$ cat src/hw/rtl/ncpc_pkg.sv
// Shared types and constants of the nearest centroid patch coder.
`timescale 1ns / 1ps

package ncpc_pkg;

	// Sizes of the center table and the patch
	localparam int CLUSTERS       = 16;
	localparam int PATCH_ELEMENTS = 16;

	// Field widths fixed by the stream format
	localparam int SEL_W    = 4;
	localparam int SMP_W    = 16;
	localparam int CODE_W   = 16;
	localparam int CODEO_W  = 17;
	localparam int WIN_W    = 4;
	localparam int DIST_W   = 36;
	localparam int MODE_W   = 2;
	localparam int IN_DW    = 88;
	localparam int OUT_DW   = 112;

	// Derived widths
	localparam int IDX_W    = $clog2(CLUSTERS);
	localparam int POS_W    = $clog2(PATCH_ELEMENTS);
	localparam int PCNT_W   = $clog2(PATCH_ELEMENTS + 1);
	localparam int SQ_W     = 2 * SMP_W;
	localparam int SUM_W    = SQ_W + $clog2(PATCH_ELEMENTS + 1);
	localparam int DEPTH    = 2 * CLUSTERS + 1;
	localparam int FLIGHT_W = $clog2(DEPTH + 1);

	localparam logic signed [CODE_W-1:0] BIAS_RESET = 16'sd100;

	typedef enum logic [MODE_W-1:0] {
		MODE_CENTER = 2'd0,
		MODE_CODES  = 2'd1,
		MODE_PIXEL  = 2'd2,
		MODE_NONE   = 2'd3
	} mode_t;

	// Token that travels along the row of cells
	typedef struct packed {
		logic signed [SMP_W-1:0] pixel;
		logic [POS_W-1:0]        pos;
		logic                    add;
		logic                    last;
		logic [SUM_W-1:0]        best_sum;
		logic [IDX_W-1:0]        best_idx;
	} tok_t;

	// Center element write broadcast to all cells
	typedef struct packed {
		logic                    we;
		logic [IDX_W-1:0]        cluster;
		logic [POS_W-1:0]        element;
		logic signed [SMP_W-1:0] value;
	} ld_t;

endpackage

$ cat src/hw/rtl/ncpc_cell.sv
// One cluster cell: center row, squared difference, running sum, min compare.
`timescale 1ns / 1ps

module ncpc_cell import ncpc_pkg::*; (
	input  logic             clk,
	input  logic             arst_n,
	input  logic [IDX_W-1:0] cell_id,
	input  ld_t              ld,
	input  logic             tok_in_valid,
	input  tok_t             tok_in,
	output logic             tok_out_valid,
	output tok_t             tok_out
);

	logic signed [SMP_W-1:0] center_q [PATCH_ELEMENTS];
	logic signed [SMP_W-1:0] center_rd;
	logic signed [SMP_W:0]   diff;
	logic signed [2*SMP_W+1:0] prod;
	logic                    v_s1;
	tok_t                    tok_s1;
	logic [SQ_W-1:0]         prod_s1;
	logic [SUM_W-1:0]        sum_q;
	logic [SUM_W-1:0]        new_sum;
	logic                    take;
	tok_t                    tok_nxt;
	logic                    out_valid_q;
	tok_t                    tok_out_q;

	// Store center elements addressed to this cluster
	always_ff @(posedge clk) begin
		if (ld.we && (int'(ld.cluster) == int'(cell_id))) begin
			center_q[ld.element] <= ld.value;
		end
	end

	// Square the difference between center element and pixel
	always_comb begin
		center_rd = center_q[tok_in.pos];
		diff      = {center_rd[SMP_W-1], center_rd} - {tok_in.pixel[SMP_W-1], tok_in.pixel};
		prod      = diff * diff;
	end

	// Accumulate and keep the first strictly smallest sum
	always_comb begin
		new_sum = sum_q + (tok_s1.add ? SUM_W'(prod_s1) : '0);
		take    = (cell_id == '0) || (new_sum < tok_s1.best_sum);
		tok_nxt = tok_s1;
		if (take) begin
			tok_nxt.best_sum = new_sum;
			tok_nxt.best_idx = cell_id;
		end
	end

	// Hold the square until the accumulate step
	always_ff @(posedge clk) begin
		tok_s1  <= tok_in;
		prod_s1 <= prod[SQ_W-1:0];
	end

	always_ff @(posedge clk or negedge arst_n) begin
		if (!arst_n) begin
			v_s1        <= 1'b0;
			out_valid_q <= 1'b0;
			sum_q       <= '0;
		end else begin
			v_s1        <= tok_in_valid;
			out_valid_q <= v_s1;
			if (v_s1) begin
				// Drop the sum once the patch closes
				sum_q <= tok_s1.last ? '0 : new_sum;
			end
		end
	end

	// Hand the token to the next cell
	always_ff @(posedge clk) begin
		tok_out_q <= tok_nxt;
	end

	assign tok_out_valid = out_valid_q;
	assign tok_out       = tok_out_q;

endmodule

$ cat config.mk
export PLATFORM = sky130hd
export DESIGN_NAME = ncpc_cell
export DESIGN_NICKNAME = d
export VERILOG_FILES = /design/src/hw/rtl/ncpc_pkg.sv /design/src/hw/rtl/ncpc_cell.sv
export SDC_FILE = /design/constraint.sdc
export NUM_CORES = 1
export LEC_CHECK = 0
export BUFFER_PORTS_ARGS = -buffer_cell sky130_fd_sc_hd__buf_4
export CORE_UTILIZATION = 30
export CTS_BUF_LIST = sky130_fd_sc_hd__clkbuf_4 sky130_fd_sc_hd__clkbuf_8
export CTS_CLUSTER_DIAMETER = 40
export DETAILED_ROUTE_END_ITERATION = 6
export PLACE_DENSITY_LB_ADDON = 0.1
export SLEW_MARGIN = 5
export SYNTH_ARGS = -nofsm -noshare
export SYNTH_HDL_FRONTEND = slang
export SYNTH_SLANG_ARGS = --single-unit
$ cat constraint.sdc
create_clock -name clk -period 8.2 [get_ports clk]
set_input_delay 0.82 -clock clk [delete_from_list [all_inputs] [get_ports clk]]
set_output_delay 0.82 -clock clk [all_outputs]
set_load 0.02 [all_outputs]
==> results_dict.tcl, run 1 <==
set metrics [dict create \
    dp_cells 3830 \
    area_growth_pct 28.4 \
    synth.top_cells.by_count "inv_1, fa_1, edfxtp_1" \
    htreeDepth 3 \
    status "finished, violations left" \
    grt_pass1_wl_um 116000 \
    rr_worst_depth 34 \
    drv_cap 0 \
    crit_path_start_kind "register" \
    ys_types 82 \
    post-synth-top-area-cell "edfxtp_1" \
    min_period_ns 8.76 \
    drt_iter0_drc 724 \
    antenna_found_initial 1 \
    cp_slowest_cell "fa_1" \
    holdBufCountCts 0 \
    reg2reg_slack_ns -0.56 \
    drive_gt1_share_pct 31.3 \
    num-nets-final 3297 \
    dieArea_um2 93600 \
    via_count 18300 \
    synth_ff_type "edfxtp_1" \
    finClkSkew_ns 0.0463 \
    synthTopCellsByArea "edfxtp_1, fa_1, dfxtp_1" \
    place_congestion 0.898 \
    grt_usage_pct 16.1 \
    path_max_fanout 8 \
    whs_ns 0.0870 \
    slew_viol_final 0 \
    dpl.hpwl_um 56000 \
    boundaryPins 159 \
    vias_per_cell 4.52 \
    yosysTopAreaCellShare_pct 27.7 \
    critPathMostFrequentCell "fa_1" \
    ys_ff_latch 452 \
    min_path_type "input port to asynchronous set/reset pin" \
    async_flop_share_pct 8.63 \
    fp.dieW_um 306 \
    syn_inst 2259 \
    rows 111 \
    yosysSeqAreaShare_pct 42.6 \
    slew_headroom_pct 31.2 \
    cts_sinks 452 \
    syn_nets 2774 \
    cts_inserted_buffers 93 \
    drt-wirelength-per-cell_um 18.2 \
    synth.most_common_cell "inv_1" \
    avgSynthCellArea_um2 12.3 \
    cp_slowest_stage_delay_ns 0.59 \
    drtPass1Iterations 5 \
    synth_area_um2 27700 \
    critical_path_required_ns 8.84 \
    path_class "register to register" \
    final_cells 4045 \
    setup_viol 12 \
    start_util_pct 30.2 \
    coreArea_um2 91700 \
    ys_warn_count 0 \
    period_share_pct 107 \
    violations "setup timing" \
    fmaxAchievable_mhz 114 \
    finalWirelength_um 73500 \
    cp-end-kind "register" \
    cts_tree "done" \
    setup_ws_ns -0.556 \
    worstMarginPinSlew_ns 1.03 \
    rsz0062_at_grt "true" \
    grt_max_degree 61 \
    grt_pass1_vias 20700 \
    critPathArrivalTime_ns 9.39 \
    hold_viol_final 0 \
    drc 0 \
    r2r_start "center_q[7][0]" \
    die_h_um 306 \
    root_buffer "clkbuf_8" \
    synth_edf_count 256 \
    fillerInstances 9002 \
    portBuffers 158 \
    ant_nets 0 \
    crit_end "prod_s1[30]" \
    overflow 0 \
    critPathLaunch "center_q[7][0]" \
    clk_latency_ns 0.74 \
    cts_buffer_depth 3 \
    clkTransAtPathRegs_ns 0.06 \
    timing.rr.end "prod_s1[30]" \
]
-- routing by layer --
metal  wire length, um  up-vias  track usage, %
met2             38300      329            29.7
met5                 0        -               0
met1             30700     9095            18.6
li1                  -     8741               -
met4              2410        0            6.25
met3              2150      136            2.47
-- registers in the layout (all words and copies together) (netlist names) --
register and count:
center_q 256, prod_s1 31, sum_q 37, tok_nxt 22
tok_out 63, tok_out_valid 1, tok_s1 41, v_s1 1
-- how the worst min path moves through the flow --
stage / start / to / slack [ns] / depth (start not counted)
CTS: arst_n / v_s1 / 0.06 / 1
detailed placement: tok_nxt[45] / tok_out[45] / 0.31 / 0
global route: arst_n / v_s1 / 0.08 / 1
global placement: tok_nxt[45] / tok_out[45] / 0.31 / 0
finish: arst_n / v_s1 / 0.09 / 1
floorplan: tok_nxt[43] / tok_out[43] / 0.31 / 0
-- layout by cell type (no fill, tap or decap), drive strengths merged, types with 6 or more instances in the layout --
master	n
dfxtp	157
a31oi	7
buf	489
fa	258
nor2b	13
ha	162
mux2	16
nand2	139
edfxtp	256
clkbuf	126
dfrtp	39
bufinv	9
xor2	27
and3	10
nand3	21
nand2b	18
xnor2	55
a21oi	55
clkinv	32
o21bai	9
and2	53
o211ai	10
nand3b	6
a211oi	13
mux4	80
nor4	8
or3	8
o21a	10
nor2	125
inv	400
a21o	42
nor3	24
nand4	9
o21ai	58
a22o	30
-- logic make-up after synthesis --
group | synth area share, %
xor+xnor | 2.62
simple gates | 7.70
flops | 42.6
mux | 7.26
buf+inv | 6.30
fa+ha+maj | 25.9
compound gates | 7.60
-- layout make-up --
type | instances | area [um^2] | area share, %
tap | 1186 | 1480 | 4.17
antenna | 2 | 5.00 | 0.0141
multi-input combinational | 1345 | 14900 | 41.8
clock buffer | 126 | 1600 | 4.48
timing repair buffer | 489 | 3830 | 10.8
clock inverter | 44 | 490 | 1.38
sequential | 452 | 11800 | 33.2
inverter | 401 | 1510 | 4.24
-- stage by stage --
stage	setup slack, ns	instance area, um^2	util, %	TNS, ns
2_1_floorplan	-0.913	28000	-	-5.93
3_3_place_gp	-1.55	32600	35.5	-19.57
3_5_place_dp	-1.65	32600	35.5	-20.47
4_1_cts	-0.587	35200	38.4	-3.29
5_1_grt	-0.918	35600	38.8	-8.30
6_report	-0.556	35600	38.8	-2.91
-- critical path: cells and delay by family, from the launching register on --
kind | cells | cell delay (ns)
DFF | 1 | 0.35
buffers and inverters | 8 | 0.79
and+or+nand+nor | 4 | 0.39
xor gates and xnor gates | 1 | 0.22
adders and majority gates | 9 | 3.69
AOI/OAI and AO/OA | 9 | 1.95
muxes | 3 | 1.28
-- what timing repair did --
action,CTS,global route
setup endpoints to repair,15,19
resized for setup,77,65
buffers inserted,31,16
pin swaps,71,41
Power of run 1 is not shown: default switching activity piles up to over one toggle a cycle in this logic, so the estimate is an artifact.
==> inputs of run 2 (changes only) <==
--- a/config.mk
+++ b/config.mk
@@ -6,7 +6,7 @@
 export NUM_CORES = 1
 export LEC_CHECK = 0
 export BUFFER_PORTS_ARGS = -buffer_cell sky130_fd_sc_hd__buf_4
-export CORE_UTILIZATION = 30
+export CORE_UTILIZATION = 58
 export CTS_BUF_LIST = sky130_fd_sc_hd__clkbuf_4 sky130_fd_sc_hd__clkbuf_8
 export CTS_CLUSTER_DIAMETER = 40
 export DETAILED_ROUTE_END_ITERATION = 6
==> run 2 against run 1 <==
  * Core utilization is 34 points higher
  * Cell count is 16% lower
  * Sequential share of layout area is 1.5 points higher
  * Cell area is 4.3% lower
  * Maximum frequency grew 1.9%
  * Via count increased by 1.1%
  * The run ends with DRC, setup timing left
  * Worst setup slack improved by 0.17 ns
  * Flip-flop and latch count unchanged
  * Die area is 48% lower
  * Register-to-register slack gained 0.17 ns
  * Critical path depth shrank 2
  * Non-clock buffer count shrank 32
==> results_dict.tcl, run 2 (synthesized netlist as in run 1, its figures left out) <==
set metrics [dict create \
    grt_pass1_wl_um 102000 \
    cts_buffer_depth 3 \
    most-common-layout-cells "buf_4, inv_1, edfxtp_1, fa_1, dfxtp_1" \
    slew_viol_final 0 \
    drc 10 \
    multi_input_area_um2 14700 \
    ant_nets 0 \
    cp_slowest_stage_delay_ns 0.51 \
    boundaryPins 159 \
    cts_inserted_buffers 78 \
    crit_family "adder cells" \
    post-route-util_pct 72.7 \
    wl_met3_um 2680 \
    portBuffers 158 \
    finClkSkew_ns 0.0422 \
    path_max_fanout 5 \
    period_share_pct 105 \
    die_h_um 221 \
    critPathMostFrequentCell "fa_1" \
    finalWirelength_um 64500 \
    cts_tree "done" \
    status "finished, violations left" \
    antennaDiodeCount 0 \
    final_common_cell "buf_4" \
    path_buf_inv 8 \
    wl_met2_um 34100 \
    drive_gt1_share_pct 29.2 \
    drtPass1Iterations 7 \
    slew_headroom_pct 30.9 \
    grt_max_degree 61 \
    top_register "center_q" \
    place_congestion 0.949 \
    critical_path_required_ns 8.75 \
    min_path_type "input port to asynchronous set/reset pin" \
    fmaxAchievable_mhz 116 \
    grt_pass1_vias 19700 \
    cp-end-kind "register" \
    rows 79 \
    post-place-ws_ns -1.36 \
    drt_iter0_drc 1205 \
    htreeDepth 3 \
    hold_viol_final 0 \
    fp.dieW_um 221 \
    path_class "register to register" \
    drv_cap 0 \
    setup_ws_ns -0.390 \
    antenna_found_initial 0 \
    via_count 18500 \
    worstMarginPinSlew_ns 1.03 \
    rsz0062_at_grt "true" \
    met1_length_um 25400 \
    setup_viol 8 \
    crit_path_start_kind "register" \
    fillerInstances 3178 \
    root_buffer "clkbuf_8" \
    start_util_pct 59.2 \
    min_period_ns 8.59 \
    area_growth_pct 22.9 \
    layout.area.seq_um2 11800 \
    drt-wirelength-per-cell_um 19.0 \
    num-nets-final 3250 \
    vias_per_cell 5.44 \
    dpl.hpwl_um 49300 \
    cts_sinks 452 \
    violations "DRC, setup timing" \
    clk_latency_ns 0.67 \
    overflow 0 \
    clkTransAtPathRegs_ns 0.06 \
    coreArea_um2 46900 \
    top_layer "met4" \
    cp_slowest_cell "fa_1" \
    dieArea_um2 48700 \
    critPathArrivalTime_ns 9.14 \
    grt_usage_pct 27.5 \
    largest_reg_flops 256 \
]
==> run 2: cell types whose count changed in the layout (fill, tap and decap cells not counted), sizes merged <==
cell	before	now
buf	489	456
clkinv	32	16
clkbuf	126	116
bufinv	9	2
clkinvlp	4	6
diode	2	0
inv	400	401
==> run 2: routing by layer <==
metal / vias up / track usage (%)
li1: 8648 / -
met1: 9219 / 32.4
met2: 489 / 49.9
met3: 151 / 4.37
met4: 0 / 11.6
met5: - / 0
==> run 2: worst paths after layout <==
path	startpoint	end	slack (ns)	cells past startpoint
setup / recovery	center_q[10][0]	prod_s1[30]	-0.39	32
hold / removal	arst_n	sum_q[7]	0.15	1
setup reg to reg	center_q[10][0]	prod_s1[30]	-0.39	32
hold reg to reg	tok_nxt[43]	tok_out[43]	0.32	0
max in group asynchronous	arst_n	sum_q[30]	7.61	1
min in group clk	tok_in[11]	tok_s1[11]	0.26	1
==> run 2: timing repair <==
action | 4_1_cts | 5_1_grt
buffers inserted | 6 | 18
resized for setup | 42 | 71
pin swaps | 28 | 24
endpoints found under the setup margin | 13 | 17
hold buffers | 0 | 0
cloned | 0 | 2
==> run 2: cell type report <==
cell class | instances | share of cell area [%]
multi-input cells | 1345 | 43.2
flip-flops and latches | 452 | 34.7
repair buffers | 457 | 10.7
inverters | 401 | 4.44
clock buffers | 115 | 4.17
well taps | 607 | 2.23
clock inverters | 24 | 0.591
==> run 2: through the flow <==
stage / instance area (um^2) / TNS, ns / hold WS [ns] / cells
after global routing: 34100 / -5.66 / 0.158 / 3401
after floorplan: 28000 / -5.93 / 0.310 / 2259
after detailed placement: 31800 / -15.67 / 0.313 / 3237
final: 34100 / -1.70 / 0.154 / 3401
after CTS: 33600 / -2.05 / 0.128 / 3382
after global placement: 31800 / -13.35 / 0.311 / 3237
Power of run 2 is left out for the same reason.
==> inputs of run 3 (changes only) <==
--- a/config.mk
+++ b/config.mk
@@ -10,6 +10,7 @@
 export CTS_BUF_LIST = sky130_fd_sc_hd__clkbuf_4 sky130_fd_sc_hd__clkbuf_8
 export CTS_CLUSTER_DIAMETER = 40
 export DETAILED_ROUTE_END_ITERATION = 6
+export GPL_TIMING_DRIVEN = 0
 export PLACE_DENSITY_LB_ADDON = 0.1
 export SLEW_MARGIN = 5
 export SYNTH_ARGS = -nofsm -noshare
==> constraint.sdc (replaced) <==
create_clock -name clk -period 7.9 [get_ports clk]
set_input_delay 0.79 -clock clk [delete_from_list [all_inputs] [get_ports clk]]
set_output_delay 0.79 -clock clk [all_outputs]
set_load 0.02 [all_outputs]
==> run 3 against run 2 <==
  * The run still ends with DRC, setup timing left
  * Routed wire length increased by 2.5%
  * Critical path type is now input port to register
  * Count of clock-buffer cells in the layout is 3 higher
  * Die area is the same
  * Global-route usage increased by 0.78 points
  * Clock skew shrank 0.0063 ns
  * Cell area is 1.7% lower
==> results_dict.tcl, run 3 (synthesized netlist as in run 1, its figures left out) <==
set metrics [dict create \
    place_congestion 0.957 \
    overflow 0 \
    path_buf_inv 9 \
    num-nets-final 3111 \
    finClkSkew_ns 0.0359 \
    grt_usage_pct 28.3 \
    violations "DRC, setup timing" \
    setup_ws_ns -1.04 \
    grt_pass1_vias 19500 \
    cp_slowest_stage_delay_ns 0.62 \
    boundaryPins 159 \
    antennaDiodeCount 0 \
    cp_slowest_cell "fa_1" \
    whs_ns 0.136 \
    period_share_pct 113 \
    rows 79 \
    via_count 18200 \
    drc 10 \
    drt_iter0_drc 947 \
    cp-end-kind "register" \
    grt_use_met2_pct 52.0 \
    top_register "center_q" \
    dpl.hpwl_um 50200 \
    grtUsageMet1_pct 32.8 \
    multi_input_area_um2 15000 \
    root_buffer "clkbuf_8" \
    crit_path_start_kind "input port" \
    critical_path_required_ns 8.47 \
    largest_reg_flops 256 \
    htreeDepth 3 \
    hold_viol_final 0 \
    fillerInstances 3254 \
    clk_latency_ns 0.66 \
    worstMarginPinSlew_ns 1.15 \
    clkTransAtPathRegs_ns 0.06 \
    top_usage_layer "met2" \
    most-common-layout-cells "inv_1, edfxtp_1, fa_1, buf_4, dfxtp_1" \
    finalWirelength_um 66100 \
    reg2reg_slack_ns -1.01 \
    cts_sinks 452 \
    area_growth_pct 20.8 \
    antenna_found_initial 0 \
    rsz0062_at_grt "true" \
    holdBufCountCts 0 \
    dieArea_um2 48700 \
    final_cells 3263 \
    path_max_fanout 10 \
    cts_inserted_buffers 78 \
    status "finished, violations left" \
    drtPass1Iterations 7 \
    placed_cell_area_um2 30300 \
    grt_pass1_wl_um 103000 \
    fp.dieW_um 221 \
    coreArea_um2 46900 \
    critPathMostFrequentCell "fa_2" \
    path_class "input port to register" \
    min_path_type "input port to asynchronous set/reset pin" \
    drive_gt1_share_pct 26.9 \
    cts_tree "done" \
    crit_family "adder cells" \
    grt_max_degree 40 \
    layout.area.seq_um2 11800 \
    start_util_pct 59.2 \
    ant_nets 0 \
    vias_per_cell 5.59 \
    portBuffers 158 \
    slew_viol_final 0 \
    slew_headroom_pct 22.3 \
    die_h_um 221 \
    stdcell_area_um2 33500 \
    cts_buffer_depth 3 \
    globalRouteMet3Util_pct 4.15 \
    dp_cells 3040 \
    min_period_ns 8.94 \
    fmaxAchievable_mhz 112 \
    drt-wirelength-per-cell_um 20.3 \
    critPathArrivalTime_ns 9.51 \
    final_common_cell "inv_1" \
    drv_cap 0 \
    setup_viol 18 \
]
-- run 3: worst paths after layout --
check	from	cells after the start	to
max	tok_in[43]	32	prod_s1[30]
min	arst_n	1	sum_q[0]
max reg2reg	center_q[14][0]	30	prod_s1[30]
min reg2reg	tok_nxt[62]	0	tok_out[62]
max in group asynchronous	arst_n	1	sum_q[17]
min in group clk	tok_in[31]	1	tok_s1[31]
-- run 3: final cells by class --
| class | instances | share of cell area (%) |
|---|---|---|
| multi-input cells | 1345 | 44.9 |
| repair buffers | 259 | 6.40 |
| clock inverters | 22 | 0.747 |
| inverters | 401 | 4.57 |
| plain buffers | 59 | 1.64 |
| clock buffers | 118 | 4.27 |
| well taps | 607 | 2.27 |
| flip-flops and latches | 452 | 35.3 |
-- run 3: layer usage --
metal / share of wire, % / vias up
met3: 4.5 / 184
met1: 39 / 9138
li1: - / 8368
met5: 0 / -
met2: 53 / 548
met4: 4.1 / 0
-- run 3: repair_timing --
item,4_1_cts,5_1_grt
hold endpoints to repair,0,0
resized for setup,141,71
cloned,1,1
setup endpoints to repair,21,19
buffers inserted,60,25
pin swaps,76,54
-- run 3: stage by stage --
step                setup TNS (ns)  worst slack [ns]  utilization (%)
finish                      -10.41             -1.04             71.5
global route                -14.45             -1.27             71.5
CTS                          -8.35            -0.920             70.7
detailed placement          -43.85             -2.95             64.7
global placement            -41.80             -2.82             64.1
floorplan                    -9.80             -1.18                -
Power of run 3 is left out for the same reason.
